**config.mk**
```make
export PLATFORM = sky130hd
export DESIGN_NAME = energy_meter_response_decoder_core
export DESIGN_NICKNAME = d
export VERILOG_FILES = /design/src/hdl/emrd_pkg.sv /design/src/hdl/emrd_front.sv /design/src/hdl/emrd_queue.sv /design/src/hdl/emrd_back.sv /design/src/hdl/energy_meter_response_decoder_core.sv
export SDC_FILE = /design/constraint.sdc
export NUM_CORES = 1
export LEC_CHECK = 0
export BUFFER_PORTS_ARGS = -buffer_cell sky130_fd_sc_hd__buf_2
export CELL_PAD_IN_SITES_DETAIL_PLACEMENT = 1
export CELL_PAD_IN_SITES_GLOBAL_PLACEMENT = 1
export CORE_ASPECT_RATIO = 0.6
export CORE_MARGIN = 1.5
export CORE_UTILIZATION = 42
export CTS_BUF_LIST = sky130_fd_sc_hd__clkbuf_8 sky130_fd_sc_hd__clkbuf_16
export CTS_CLUSTER_DIAMETER = 80
export DETAILED_ROUTE_END_ITERATION = 10
export PLACE_DENSITY_LB_ADDON = 0.1
export SLEW_MARGIN = 20
export SYNTH_ARGS = -nofsm -noshare
export SYNTH_HDL_FRONTEND = slang
export SYNTH_SLANG_ARGS = --single-unit
```
**constraint.sdc**
```tcl
create_clock -name clk -period 20.1 [get_ports clk]
set_input_delay 3.015 -clock clk [delete_from_list [all_inputs] [get_ports clk]]
set_output_delay 3.015 -clock clk [all_outputs]
set_load 0.01 [all_outputs]
```
**src/hdl/emrd_pkg.sv**
```systemverilog
package emrd_pkg;

	// Frame layout and CRC constants.
	localparam int unsigned FRAME_BYTES      = 25;
	localparam int unsigned FIRST_FIELD_BYTE = 3;
	localparam int unsigned FIELD_BYTES      = 20;
	localparam logic [15:0] CRC_INIT         = 16'hFFFF;
	localparam logic [15:0] CRC_POLY         = 16'hA001;
	localparam int unsigned POS_W            = 5;
	localparam int unsigned QUEUE_DEPTH      = 4;
	localparam int unsigned QPTR_W           = 2;

	// Result status codes.
	typedef enum logic [1:0] {
		STATUS_OK    = 2'd0,
		STATUS_CRC   = 2'd1,
		STATUS_SHORT = 2'd2
	} status_t;

	// One classified byte, handed from the front to the back.
	typedef struct packed {
		logic [7:0]       rx_byte;
		logic [POS_W-1:0] pos;
		logic             last;
		logic             is_short;
	} cmd_t;

	// One decoded reply.
	typedef struct packed {
		status_t     status;
		logic [15:0] voltage;
		logic [31:0] current;
		logic [31:0] power;
		logic [31:0] energy;
		logic [15:0] frequency;
		logic [15:0] power_factor;
		logic [15:0] alarm_word;
	} result_t;

	// CRC-16/MODBUS update by one byte, bit by bit.
	function automatic logic [15:0] crc_feed(input logic [15:0] crc_in, input logic [7:0] b);
		logic [15:0] c;
		c = crc_in ^ {8'h00, b};
		for (int i = 0; i < 8; i++) begin
			if (c[0]) begin
				c = (c >> 1) ^ CRC_POLY;
			end else begin
				c = c >> 1;
			end
		end
		return c;
	endfunction

endpackage

```
**src/hdl/emrd_front.sv**
```systemverilog
module emrd_front import emrd_pkg::*; (
	input  logic       clk,
	input  logic       arst_n,
	input  logic       push,
	output logic       full,
	input  logic [7:0] rx_byte,
	input  logic       frame_end,
	output logic       cmd_push,
	output cmd_t       cmd,
	input  logic       cmd_full
);

	logic [POS_W-1:0] pos_q;
	logic             skip_q;
	logic             accept;
	logic [POS_W:0]   pos_next;
	logic             at_limit;

	assign full   = cmd_full;
	assign accept = push && !cmd_full;

	// Classify the byte: its position, and whether it closes the frame.
	assign pos_next = {1'b0, pos_q} + {{POS_W{1'b0}}, 1'b1};
	assign at_limit = (pos_next >= (POS_W + 1)'(FRAME_BYTES));

	always_comb begin
		cmd.rx_byte  = rx_byte;
		cmd.pos      = pos_q;
		cmd.last     = at_limit || frame_end;
		cmd.is_short = !at_limit;
	end

	assign cmd_push = accept && !skip_q;

	// Position counter and the skip flag for bytes after an early result.
	always_ff @(posedge clk or negedge arst_n) begin
		if (!arst_n) begin
			pos_q  <= '0;
			skip_q <= 1'b0;
		end else if (accept) begin
			if (skip_q) begin
				if (frame_end) begin
					skip_q <= 1'b0;
				end
			end else if (at_limit || frame_end) begin
				pos_q  <= '0;
				skip_q <= !frame_end;
			end else begin
				pos_q <= pos_next[POS_W-1:0];
			end
		end
	end

endmodule

```
**src/hdl/emrd_queue.sv**
```systemverilog
module emrd_queue import emrd_pkg::*; (
	input  logic clk,
	input  logic arst_n,
	input  logic push,
	output logic full,
	input  cmd_t wr_data,
	input  logic pop,
	output logic empty,
	output cmd_t rd_data
);

	cmd_t              mem_q [QUEUE_DEPTH];
	logic [QPTR_W-1:0] wr_ptr_q;
	logic [QPTR_W-1:0] rd_ptr_q;
	logic [QPTR_W:0]   count_q;
	logic              do_push;
	logic              do_pop;

	assign full    = (count_q == (QPTR_W + 1)'(QUEUE_DEPTH));
	assign empty   = (count_q == '0);
	assign do_push = push && !full;
	assign do_pop  = pop && !empty;
	assign rd_data = mem_q[rd_ptr_q];

	// Storage entries.
	always_ff @(posedge clk) begin
		if (do_push) begin
			mem_q[wr_ptr_q] <= wr_data;
		end
	end

	// Pointers and fill count.
	always_ff @(posedge clk or negedge arst_n) begin
		if (!arst_n) begin
			wr_ptr_q <= '0;
			rd_ptr_q <= '0;
			count_q  <= '0;
		end else begin
			if (do_push) begin
				wr_ptr_q <= wr_ptr_q + 1'b1;
			end
			if (do_pop) begin
				rd_ptr_q <= rd_ptr_q + 1'b1;
			end
			if (do_push && !do_pop) begin
				count_q <= count_q + 1'b1;
			end else if (do_pop && !do_push) begin
				count_q <= count_q - 1'b1;
			end
		end
	end

endmodule

```
**src/hdl/emrd_back.sv**
```systemverilog
module emrd_back import emrd_pkg::*; (
	input  logic    clk,
	input  logic    arst_n,
	input  cmd_t    cmd,
	input  logic    cmd_empty,
	output logic    cmd_pop,
	output logic    empty,
	input  logic    pop,
	output result_t res
);

	logic [15:0]      tail_crc_q;
	logic [15:0]      tail_q;
	logic [15:0]      voltage_q;
	logic [31:0]      current_q;
	logic [31:0]      power_q;
	logic [31:0]      energy_q;
	logic [15:0]      frequency_q;
	logic [15:0]      factor_q;
	logic [15:0]      alarm_q;
	logic             out_valid_q;
	result_t          res_q;

	logic             take;
	logic [15:0]      tail_crc_n;
	logic [15:0]      tail_n;
	logic [15:0]      voltage_n;
	logic [31:0]      current_n;
	logic [31:0]      power_n;
	logic [31:0]      energy_n;
	logic [15:0]      frequency_n;
	logic [15:0]      factor_n;
	logic [15:0]      alarm_n;
	logic [POS_W-1:0] idx;
	logic [3:0]       word;
	logic             hi;
	logic             in_fields;
	status_t          status_n;

	// A closing beat needs the output register free or being emptied.
	assign take    = !cmd_empty && (!cmd.last || !out_valid_q || pop);
	assign cmd_pop = take;
	assign empty   = !out_valid_q;
	assign res     = res_q;

	// CRC over all but the last two bytes, and the two-byte tail itself.
	assign tail_crc_n = (cmd.pos >= POS_W'(2)) ? crc_feed(tail_crc_q, tail_q[7:0]) : tail_crc_q;
	assign tail_n     = {cmd.rx_byte, tail_q[15:8]};

	// Field capture: big-endian words, 32-bit values low word first.
	assign in_fields = (cmd.pos >= POS_W'(FIRST_FIELD_BYTE))
		&& (cmd.pos < POS_W'(FIRST_FIELD_BYTE + FIELD_BYTES));
	assign idx  = cmd.pos - POS_W'(FIRST_FIELD_BYTE);
	assign word = idx[4:1];
	assign hi   = !idx[0];

	always_comb begin
		voltage_n   = voltage_q;
		current_n   = current_q;
		power_n     = power_q;
		energy_n    = energy_q;
		frequency_n = frequency_q;
		factor_n    = factor_q;
		alarm_n     = alarm_q;
		if (in_fields) begin
			case (word)
				4'd0: if (hi) voltage_n[15:8] = cmd.rx_byte; else voltage_n[7:0] = cmd.rx_byte;
				4'd1: if (hi) current_n[15:8] = cmd.rx_byte; else current_n[7:0] = cmd.rx_byte;
				4'd2: if (hi) current_n[31:24] = cmd.rx_byte; else current_n[23:16] = cmd.rx_byte;
				4'd3: if (hi) power_n[15:8] = cmd.rx_byte; else power_n[7:0] = cmd.rx_byte;
				4'd4: if (hi) power_n[31:24] = cmd.rx_byte; else power_n[23:16] = cmd.rx_byte;
				4'd5: if (hi) energy_n[15:8] = cmd.rx_byte; else energy_n[7:0] = cmd.rx_byte;
				4'd6: if (hi) energy_n[31:24] = cmd.rx_byte; else energy_n[23:16] = cmd.rx_byte;
				4'd7: if (hi) frequency_n[15:8] = cmd.rx_byte; else frequency_n[7:0] = cmd.rx_byte;
				4'd8: if (hi) factor_n[15:8] = cmd.rx_byte; else factor_n[7:0] = cmd.rx_byte;
				default: if (hi) alarm_n[15:8] = cmd.rx_byte; else alarm_n[7:0] = cmd.rx_byte;
			endcase
		end
	end

	// Status of a closing beat.
	always_comb begin
		if (cmd.is_short) begin
			status_n = STATUS_SHORT;
		end else if (tail_n == tail_crc_n) begin
			status_n = STATUS_OK;
		end else begin
			status_n = STATUS_CRC;
		end
	end

	// Frame state: updated per byte, cleared after each result.
	always_ff @(posedge clk or negedge arst_n) begin
		if (!arst_n) begin
			tail_crc_q  <= CRC_INIT;
			tail_q      <= '0;
			voltage_q   <= '0;
			current_q   <= '0;
			power_q     <= '0;
			energy_q    <= '0;
			frequency_q <= '0;
			factor_q    <= '0;
			alarm_q     <= '0;
		end else if (take) begin
			if (cmd.last) begin
				tail_crc_q  <= CRC_INIT;
				tail_q      <= '0;
				voltage_q   <= '0;
				current_q   <= '0;
				power_q     <= '0;
				energy_q    <= '0;
				frequency_q <= '0;
				factor_q    <= '0;
				alarm_q     <= '0;
			end else begin
				tail_crc_q  <= tail_crc_n;
				tail_q      <= tail_n;
				voltage_q   <= voltage_n;
				current_q   <= current_n;
				power_q     <= power_n;
				energy_q    <= energy_n;
				frequency_q <= frequency_n;
				factor_q    <= factor_n;
				alarm_q     <= alarm_n;
			end
		end
	end

	// Output register valid flag.
	always_ff @(posedge clk or negedge arst_n) begin
		if (!arst_n) begin
			out_valid_q <= 1'b0;
		end else if (take && cmd.last) begin
			out_valid_q <= 1'b1;
		end else if (pop) begin
			out_valid_q <= 1'b0;
		end
	end

	// Output payload; values are zero unless the frame checked out.
	always_ff @(posedge clk) begin
		if (take && cmd.last) begin
			res_q.status       <= status_n;
			res_q.voltage      <= (status_n == STATUS_OK) ? voltage_n : '0;
			res_q.current      <= (status_n == STATUS_OK) ? current_n : '0;
			res_q.power        <= (status_n == STATUS_OK) ? power_n : '0;
			res_q.energy       <= (status_n == STATUS_OK) ? energy_n : '0;
			res_q.frequency    <= (status_n == STATUS_OK) ? frequency_n : '0;
			res_q.power_factor <= (status_n == STATUS_OK) ? factor_n : '0;
			res_q.alarm_word   <= (status_n == STATUS_OK) ? alarm_n : '0;
		end
	end

endmodule

```
**src/hdl/energy_meter_response_decoder_core.sv**
```systemverilog
// Channel   Handshake            Payload
// input     push / full          rx_byte[7:0], frame_end
// result    empty / pop          status[1:0], voltage, current, power, energy,
//                                frequency, power_factor, alarm_word
//
// One byte beat is taken per cycle while full is low. A byte goes through the
// front stage, a four-entry queue and the back stage; the back stage registers
// a result when it takes the beat closing the frame from the queue. The back
// stage holds a closing beat while an earlier result waits unpopped, and full
// rises once that beat and three more beats fill the queue. Reset is
// asynchronous and clears all frame state; no clearing pass is needed.
module energy_meter_response_decoder_core import emrd_pkg::*; (
	input  logic        clk,
	input  logic        arst_n,
	input  logic        push,
	output logic        full,
	input  logic [7:0]  rx_byte,
	input  logic        frame_end,
	output logic        empty,
	input  logic        pop,
	output logic [1:0]  status,
	output logic [15:0] voltage,
	output logic [31:0] current,
	output logic [31:0] power,
	output logic [31:0] energy,
	output logic [15:0] frequency,
	output logic [15:0] power_factor,
	output logic [15:0] alarm_word
);

	cmd_t    cmd_in;
	cmd_t    cmd_out;
	logic    cmd_push;
	logic    cmd_full;
	logic    cmd_pop;
	logic    cmd_empty;
	result_t res;

	// Front: accepts beats and classifies each byte.
	emrd_front u_front (
		.clk       (clk),
		.arst_n    (arst_n),
		.push      (push),
		.full      (full),
		.rx_byte   (rx_byte),
		.frame_end (frame_end),
		.cmd_push  (cmd_push),
		.cmd       (cmd_in),
		.cmd_full  (cmd_full)
	);

	// Queue between front and back.
	emrd_queue u_queue (
		.clk     (clk),
		.arst_n  (arst_n),
		.push    (cmd_push),
		.full    (cmd_full),
		.wr_data (cmd_in),
		.pop     (cmd_pop),
		.empty   (cmd_empty),
		.rd_data (cmd_out)
	);

	// Back: CRC, field capture and result register.
	emrd_back u_back (
		.clk       (clk),
		.arst_n    (arst_n),
		.cmd       (cmd_out),
		.cmd_empty (cmd_empty),
		.cmd_pop   (cmd_pop),
		.empty     (empty),
		.pop       (pop),
		.res       (res)
	);

	assign status       = res.status;
	assign voltage      = res.voltage;
	assign current      = res.current;
	assign power        = res.power;
	assign energy       = res.energy;
	assign frequency    = res.frequency;
	assign power_factor = res.power_factor;
	assign alarm_word   = res.alarm_word;

endmodule
```
==> flow_summary_export.csv, run 1 <==
group,metric,value,unit
cells_and_area,area_growth,14.2,%
synth,synth-seq-cells,428,
placed_design,gp_congestion,0.804,
global_routing,grt_pass1_vias,13200,
worst_setup_path,critPathLaunchType,"input pin",
synth,netlist_instances,1397,
timing,rsz0062_at_grt,"false",
global_routing,track_usage,0.231,
cells_and_area,layout_common_cells,"222 x edfxtp_1, 190 x dfrtp_1, 175 x buf_2, 167 x mux2i_1, 162 x a22o_1",
timing,setup_viol_count_final,0,
pwr,share_seq_of_total_power,0.344,
cts,cts_hold_buf,0,
worst_setup_path,critPathCaptureType,"flop",
floorplan,die_y,170,um
cts,cts_tree,"built",
worst_setup_path,setup.worst_path.class,"input pin to flop",
floorplan,io_pins,177,
floorplan,die_w,281,um
cts,cts_resized,0,
timing,slew_viol_final,0,
cts,cts_setup_buffers,0,
cts,cts_buffers,43,
pwr,power.leakage,8.89,nW
worst_hold_path,hold_path_class,"flop to flop",
timing,finalHoldViolations,0,
synth,ys.flop_type,"edfxtp_1",
floorplan,fp-row-count,60,
cells_and_area,finalNetCount,1540,
floorplan,core_area,0.0453,mm2
synth,synth-async-reset-ratio,0.481,
timing,slew_headroom,0.280,
worst_setup_path,worstPathRequired,20.57,ns
timing,worstMarginPinSlew,1.08,ns
synth,syn_area,0.0195,mm2
synth,yosysSeqAreaShare,0.608,
cts,cts_sinks,428,
pwr,power.density,187,mW/mm2
timing,skew,0.0133,ns
timing,fin_crit,5.91,ns
pwr,ir_drop,0.0904,mV
floorplan,die-area,0.0477,mm2
synth,synth-edff-count,222,
timing,finalSetupTns,0,ns
routing,drc,0,
worst_setup_path,worstPathArrival,6.38,ns
routing,ant_nets,0,
worst_setup_path,worstPathMaxFanout,18,
routing,wire_per_inst,25.2,um
global_routing,grt_max_degree,77,
routing,viasPerCell,5.85,
routing,dr.pass1.iters,4,
pwr,p_comb_frac,0.460,
pwr,sw_frac_of_total,0.437,
global_routing,grt_pass1_wl,83.8,mm
timing,hold_ws,0.473,ns
status,status,"finished, final reports clean",
cts,insertion_delay,0.55,ns
synth,synth.avg_cell_area,13.9,um2
pwr,clkPwrFrac,0.195,
global_routing,grt_remaining_overflow,0,
placed_design,portBuffers,176,
routing,vias,12700,
routing,wl,54.6,mm
cts,root_buffer,"clkbuf_16",
cts,clk_pin_slew,0.06,ns
timing,period_share,0.294,
floorplan,start_util,0.430,
global_routing,antenna_found_initial,1,
pwr,p_sw,1.81,mW
cells_and_area,layout_commonest_cell,"edfxtp_1",
placed_design,post-dp-hpwl,33.5,mm
synth,syn-num-nets,1420,
run,cap_viol_max_count,0,
cts,clockBufferDepth,3,
synth,ys_types,56,
timing,clock.fmax,169,MHz
pwr,p_int,2.34,mW
routing,drt_iter0_drc,1070,
cells_and_area,diodes,0,
synth,yosysWarnings,0,
cts,cts-htree-levels,2,
cells_and_area,drive_above_1_share,0.264,
==> kinds of logic after synthesis <==
kind of cell | share of synthesized area
buffers and inverters | 0.0352
adders and majority gates | 0.00681
DFF | 0.608
and+or+nand+nor | 0.122
AOI/OAI and AO/OA | 0.0991
muxes | 0.104
xor gates and xnor gates | 0.0244
==> sequential cells by signal, summed over array words and instances, names as in the netlist, 5 cells and up <==
name	cells
u_back.voltage_q	16
u_back.tail_crc_q	16
u_back.res	162
u_back.current_q	32
u_back.factor_q	16
u_back.energy_q	32
u_front.pos_q	5
u_back.alarm_q	16
u_back.frequency_q	16
u_back.power_q	32
u_back.tail_q	16
u_queue.mem_q	60
==> metal layers <==
metal / vias up / global-route usage / share of wire
met5: - / 0 / 0
met4: 0 / 0.0416 / 0.014
met3: 61 / 0.0367 / 0.049
met2: 289 / 0.328 / 0.42
met1: 6699 / 0.370 / 0.52
li1: 5654 / - / -
==> path summary, 6_finish.rpt <==
| check | start | endpoint | slack (ns) | cells past startpoint |
|---|---|---|---|---|
| min | u_queue.rd_ptr_q[0] | u_queue.rd_ptr_q[0] | 0.47 | 1 |
| max in group asynchronous | arst_n | u_back.power_q[25] | 15.52 | 3 |
| max reg2reg | u_queue.rd_ptr_q[1] | u_back.res[146] | 14.32 | 11 |
| min in group asynchronous | arst_n | u_back.frequency_q[12] | 2.41 | 1 |
| min reg2reg | u_queue.rd_ptr_q[0] | u_queue.rd_ptr_q[0] | 0.47 | 1 |
| max | pop | u_queue.count_q[2] | 14.19 | 11 |
==> synthesized netlist by cell type, types with 2 or more instances <==
cell type	instances	area share
a21o_1	10	0.0039
a21oi_1	13	0.0033
a22o_1	162	0.073
a31oi_1	2	0.00064
and2_1	6	0.0019
buf_1	16	0.0031
buf_2	14	0.0036
buf_6	12	0.0069
clkbuf_1	94	0.018
dfrtp_1	190	0.24
dfstp_2	16	0.022
edfxtp_1	222	0.34
ha_1	9	0.0058
inv_1	17	0.0033
mux2_2	2	0.0012
mux2i_1	167	0.086
mux4_2	15	0.017
nand2_1	38	0.0073
nand2b_1	7	0.0022
nand3_1	20	0.0051
nand4_1	2	0.00064
nor2_1	36	0.0069
nor2b_1	5	0.0016
nor3_1	15	0.0039
nor3b_1	2	0.00077
nor4_1	86	0.028
nor4_2	89	0.057
o211ai_1	2	0.00077
o21ai_0	32	0.0082
o21ai_1	11	0.0028
o31ai_1	2	0.00077
or2_2	3	0.00096
or3_1	11	0.0035
or4b_1	2	0.0010
xnor2_1	30	0.013
xnor3_1	4	0.0046
xor2_1	14	0.0063
==> power by group through the flow <==
stage	Clock [mW]	Sequential [mW]	Combinational (mW)
floorplan	0	1.50	1.23
global placement	0	1.44	1.86
detailed placement	0	1.44	1.90
CTS	0.827	1.43	1.91
global route	0.862	1.46	2.07
finish	0.811	1.43	1.91
==> worst max-delay path, stage by stage <==
cell      delay, ns
buf_2          0.09
nand2b_1       0.16
nand2b_1       0.58
nand2_1        0.59
inv_1          0.72
ha_1           0.31
inv_1          0.07
fa_1           0.37
xor2_1         0.17
nor2_1         0.13
xor2_1         0.15
==> metrics by stage <==
step	total power, mW	util	cell area, um2	setup slack, ns	std cells
finish	4.15	0.492	22300	14.19	2171
detailed placement	3.35	0.461	20800	13.66	2092
floorplan	2.73	-	19500	11.35	1397
CTS	4.17	0.492	22300	14.21	2171
global route	4.39	0.492	22300	13.91	2171
global placement	3.30	0.460	20800	13.72	2092
==> layout make-up <==
cell class,instances,area (um2)
fill,4548,23000
clock inverter,32,243
multi-input combinational,815,7010
tap,620,776
clock buffer,47,1160
sequential,428,11800
timing repair buffer,211,1150
inverter,18,67.6
Power figures use the tool's default switching activity.
==> run 2: changes to the inputs <==
==> constraint.sdc (replaced) <==
create_clock -name clk -period 5.77 [get_ports clk]
set_input_delay 0.8655 -clock clk [delete_from_list [all_inputs] [get_ports clk]]
set_output_delay 0.8655 -clock clk [all_outputs]
set_load 0.01 [all_outputs]
==> flow_summary_export.csv, run 2 (same netlist as run 1, synthesis figures left out) <==
group,metric,value,unit
global_routing,grt_max_degree,141,
status,status,"finished, final reports clean",
worst_setup_path,r2r_slack,0.88,ns
floorplan,die_w,281,um
timing,slew_viol_final,0,
worst_setup_path,setup.worst_path.class,"flop to flop",
floorplan,io_pins,177,
cells_and_area,largest_register_ffs,162,
worst_setup_path,r2r-start,"u_queue.rd_ptr_q[0]",
global_routing,grt_pass1_wl,86.5,mm
timing,slew_headroom,0.268,
timing,worstMarginPinSlew,1.10,ns
floorplan,start_util,0.430,
global_routing,grt_pass1_vias,13300,
cells_and_area,layout_common_cells,"222 x edfxtp_1, 190 x dfrtp_1, 175 x buf_2, 167 x mux2i_1, 162 x a22o_1",
cts,insertion_delay,0.56,ns
floorplan,die_y,170,um
cts,cts-htree-levels,2,
floorplan,die-area,0.0477,mm2
timing,fin_crit,4.89,ns
worst_setup_path,worstRegToRegCells,9,
cts,cts_hold_buf,0,
pwr,ir_drop,0.333,mV
cells_and_area,finalNetCount,1545,
pwr,power.leakage,8.93,nW
worst_setup_path,crit_end,"u_back.res[31]",
cells_and_area,area_growth,14.7,%
cts,cts_setup_buffers,0,
timing,hold_ws,0.271,ns
timing,skew,0.0246,ns
cts,cts_sinks,428,
cts,cts_tree,"built",
cells_and_area,diodes,0,
worst_setup_path,reg2reg_to,"u_back.res[31]",
cells_and_area,drive_above_1_share,0.269,
floorplan,fp-row-count,60,
routing,wire_per_inst,25.9,um
timing,rsz0062_at_grt,"false",
cts,clk_pin_slew,0.06,ns
cts,clockBufferDepth,3,
routing,wl,56.3,mm
worst_setup_path,critPathLaunchType,"flop",
routing,dr.pass1.iters,5,
timing,setup_viol_count_final,0,
placed_design,portBuffers,176,
cts,cts_buffers,43,
cts,root_buffer,"clkbuf_16",
timing,finalSetupTns,0,ns
routing,drt_iter0_drc,1015,
global_routing,grt_remaining_overflow,0,
worst_setup_path,worstPathArrival,5.23,ns
worst_setup_path,critPathCaptureType,"flop",
worst_hold_path,hold_path_class,"input pin to asynchronous set/reset pin",
timing,clock.fmax,204,MHz
floorplan,core_area,0.0453,mm2
routing,vias,12800,
cts,cts_resized,0,
global_routing,track_usage,0.240,
routing,viasPerCell,5.89,
placed_design,gp_congestion,0.834,
global_routing,antenna_found_initial,1,
timing,period_share,0.848,
placed_design,post-dp-hpwl,34.4,mm
pwr,power.density,659,mW/mm2
worst_setup_path,worstPathMaxFanout,50,
placed_design,place_inst,2097,
cells_and_area,final_cells,2176,
worst_setup_path,worstPathRequired,6.11,ns
routing,drc,0,
run,cap_viol_max_count,0,
routing,ant_nets,0,
timing,finalHoldViolations,0,
cells_and_area,layout_commonest_cell,"edfxtp_1",
worst_setup_path,critical_path.startpoint,"u_queue.rd_ptr_q[0]",
## run 2: layer usage
metal  GRT usage  up-vias  part of all wire
met2       0.342      354              0.42
met5           0        -                 0
li1            -     5659                 -
met4      0.0402        0             0.012
met3      0.0498       56             0.061
met1       0.377     6739              0.50
## run 2: cell type report
| type | instances | area [um2] |
|---|---|---|
| inverters | 18 | 67.6 |
| clock buffers | 53 | 1250 |
| repair buffers | 216 | 1230 |
| multi-input cells | 815 | 7000 |
| clock inverters | 26 | 171 |
| flip-flops and latches | 428 | 11800 |
| fillers | 4506 | 22900 |
| well taps | 620 | 776 |
## run 2: worst min-delay path by stage
stage,startpoint,to,slack (ns),cells past startpoint
floorplan,u_back.tail_crc_q[12],u_back.tail_crc_q[4],0.45,2
global placement,u_back.tail_crc_q[12],u_back.tail_crc_q[4],0.47,2
detailed placement,u_back.tail_crc_q[12],u_back.tail_crc_q[4],0.48,2
CTS,arst_n,u_back.frequency_q[13],0.28,1
global route,arst_n,u_back.frequency_q[13],0.28,1
finish,arst_n,u_back.frequency_q[13],0.27,1
## run 2: critical path, cell delays in order, from the launching register on
cell and delay, ns:
dfrtp_1 0.54, buf_4 0.36, mux4_2 0.64, or2_1 0.34
nor4_1 0.39, nor3_1 0.11, or4b_1 0.56, or4b_4 0.90
buf_4 0.46, nor4_1 0.36
## run 2: power by group
group | internal, mW | total, mW | switching, mW | leakage [nW]
combinational | 2.12 | 6.88 | 4.76 | 3.25
clock | 1.62 | 2.83 | 1.21 | 0.760
sequential | 4.44 | 5.01 | 0.568 | 4.92
total | 8.18 | 14.7 | 6.54 | 8.93
## run 2: stage by stage
stage                     area [um2]  utilization  total power, mW  setup slack (ns)
final                          22300        0.493             14.7             0.880
after global placement         20900        0.462             11.8              1.05
after detailed placement       20900        0.462             11.9             0.918
after floorplan                19500            -             9.43              1.63
after CTS                      22300        0.493             14.8             0.903
after global routing           22300        0.493             15.5             0.576
==> run 3: changes to the inputs <==
==> constraint.sdc (replaced) <==
create_clock -name clk -period 4 [get_ports clk]
set_input_delay 0.6 -clock clk [delete_from_list [all_inputs] [get_ports clk]]
set_output_delay 0.6 -clock clk [all_outputs]
set_load 0.01 [all_outputs]
==> flow_summary_export.csv, run 3 (same netlist as run 1, synthesis figures left out) <==
group,metric,value,unit
cells_and_area,largest_register_ffs,162,
placed_design,post-dp-hpwl,35.9,mm
timing,finalHoldViolations,0,
worst_setup_path,critPathLaunchType,"flop",
timing,slew_viol_final,0,
floorplan,die-area,0.0477,mm2
timing,rsz0062_at_grt,"true",
cells_and_area,stdcell_area,0.0232,mm2
routing,vias,13200,
global_routing,grt_pass1_vias,13200,
pwr,ir_drop,0.569,mV
routing,dr.pass1.iters,5,
worst_setup_path,worstPathArrival,4.26,ns
global_routing,track_usage,0.241,
timing,skew,0.0186,ns
floorplan,start_util,0.430,
cts,cts_tree,"built",
cts,insertion_delay,0.55,ns
cells_and_area,drive_above_1_share,0.317,
status,status,"finished, final reports clean",
cells_and_area,finalNetCount,1586,
run,cap_viol_max_count,0,
worst_hold_path,hold_path_class,"input pin to asynchronous set/reset pin",
cells_and_area,area_growth,18.9,%
cts,cts_sinks,428,
timing,fin_crit,3.92,ns
placed_design,portBuffers,176,
routing,wire_per_inst,26.0,um
timing,setup_viol_count_final,0,
pwr,clkPwrFrac,0.188,
floorplan,io_pins,177,
worst_setup_path,critPathCaptureType,"flop",
routing,drc,0,
floorplan,die_y,170,um
worst_setup_path,setup.worst_path.class,"flop to flop",
floorplan,fp-row-count,60,
cts,cts-htree-levels,2,
pwr,power.leakage,9.33,nW
pwr,p_sw,9.76,mW
pwr,p_int,12.4,mW
cts,clk_pin_slew,0.07,ns
pwr,power.density,958,mW/mm2
timing,slew_headroom,0.392,
routing,viasPerCell,5.94,
cts,root_buffer,"clkbuf_16",
timing,worstMarginPinSlew,0.910,ns
timing,layout_setup_ws,0.0760,ns
timing,period_share,0.981,
placed_design,dpl_cell_area,0.0213,mm2
pwr,share_seq_of_total_power,0.325,
cts,cts_buffers,43,
global_routing,grt_max_degree,135,
floorplan,core_area,0.0453,mm2
placed_design,gp_congestion,0.835,
pwr,p_comb_frac,0.486,
worst_setup_path,worstPathMaxFanout,5,
global_routing,grt_remaining_overflow,0,
cells_and_area,diodes,0,
pwr,sw_frac_of_total,0.440,
routing,drt_iter0_drc,935,
timing,clock.fmax,255,MHz
global_routing,grt_pass1_wl,87.0,mm
routing,wl,57.5,mm
cells_and_area,layout_commonest_cell,"edfxtp_1",
global_routing,antenna_found_initial,0,
routing,ant_nets,0,
floorplan,die_w,281,um
worst_setup_path,worstPathRequired,4.34,ns
placed_design,place_ws,-0.112,ns
cts,clockBufferDepth,3,
cells_and_area,layout_common_cells,"222 x edfxtp_1, 189 x dfrtp_1, 175 x buf_2, 167 x mux2i_1, 161 x a22o_1",
pwr,total_power,22.2,mW
[run 3: per-stage QoR]
stage,util,std cells,TNS [ns],hold slack [ns]
finish,0.512,2215,0,0.0819
CTS,0.503,2209,0,0.142
floorplan,-,1397,0,0.304
global route,0.512,2215,-0.0345,0.147
detailed placement,0.470,2132,-0.112,0.478
global placement,0.470,2132,-0.0553,0.480
[run 3: power by group through the flow]
stage / Clock (mW) / Sequential (mW) / Combinational (mW)
finish: 4.18 / 7.22 / 10.8
global route: 4.43 / 7.37 / 11.5
CTS: 4.27 / 7.21 / 10.3
detailed placement: 0 / 7.27 / 10.2
global placement: 0 / 7.25 / 10.1
floorplan: 0 / 7.39 / 6.16
[run 3: worst max-delay path: stages (launching register included)]
cell and delay (ns):
dfrtp_2 0.40, mux4_2 0.54, ha_2 0.23, nor2b_2 0.15, a22oi_1 0.15, o31a_1 0.29, o21a_1 0.17, or4b_1 0.50
or4b_4 0.63, buf_12 0.18, clkbuf_16 0.15, nor4_2 0.32
[run 3: timing repair]
item,CTS,global route
hold buffers,0,0
gates resized for setup,11,50
pin swaps,0,1
buffers inserted,0,3
hold endpoints to repair,0,0
endpoints found under the setup margin,22,224
cloned,0,3
[run 3: final cells by class]
type                       count  area (um2)
multi-input combinational    815        7290
inverter                      18        67.6
timing repair buffer         257        1740
sequential                   428       11800
clock buffer                  51        1220
tap                          620         776
clock inverter                26         228
fill                        4464       22100
[run 3: per-layer routing]
metal,vias up,part of all wire,track usage
li1,5757,-,-
met1,6931,0.50,0.383
met2,418,0.41,0.332
met3,61,0.071,0.0548
met4,0,0.015,0.0501
met5,-,0,0
[run 3: path summary, 6_finish.rpt]
check,start,end,slack (ns),cells after the start
max,u_queue.rd_ptr_q[0],u_back.res[69],0.08,11
min,arst_n,u_back.frequency_q[10],0.08,1
max reg2reg,u_queue.rd_ptr_q[0],u_back.res[69],0.08,11
min reg2reg,u_back.tail_crc_q[12],u_back.tail_crc_q[4],0.49,2
max in group asynchronous,arst_n,u_back.current_q[5],2.96,2
min in group clk,frame_end,u_front.skip_q,0.24,2
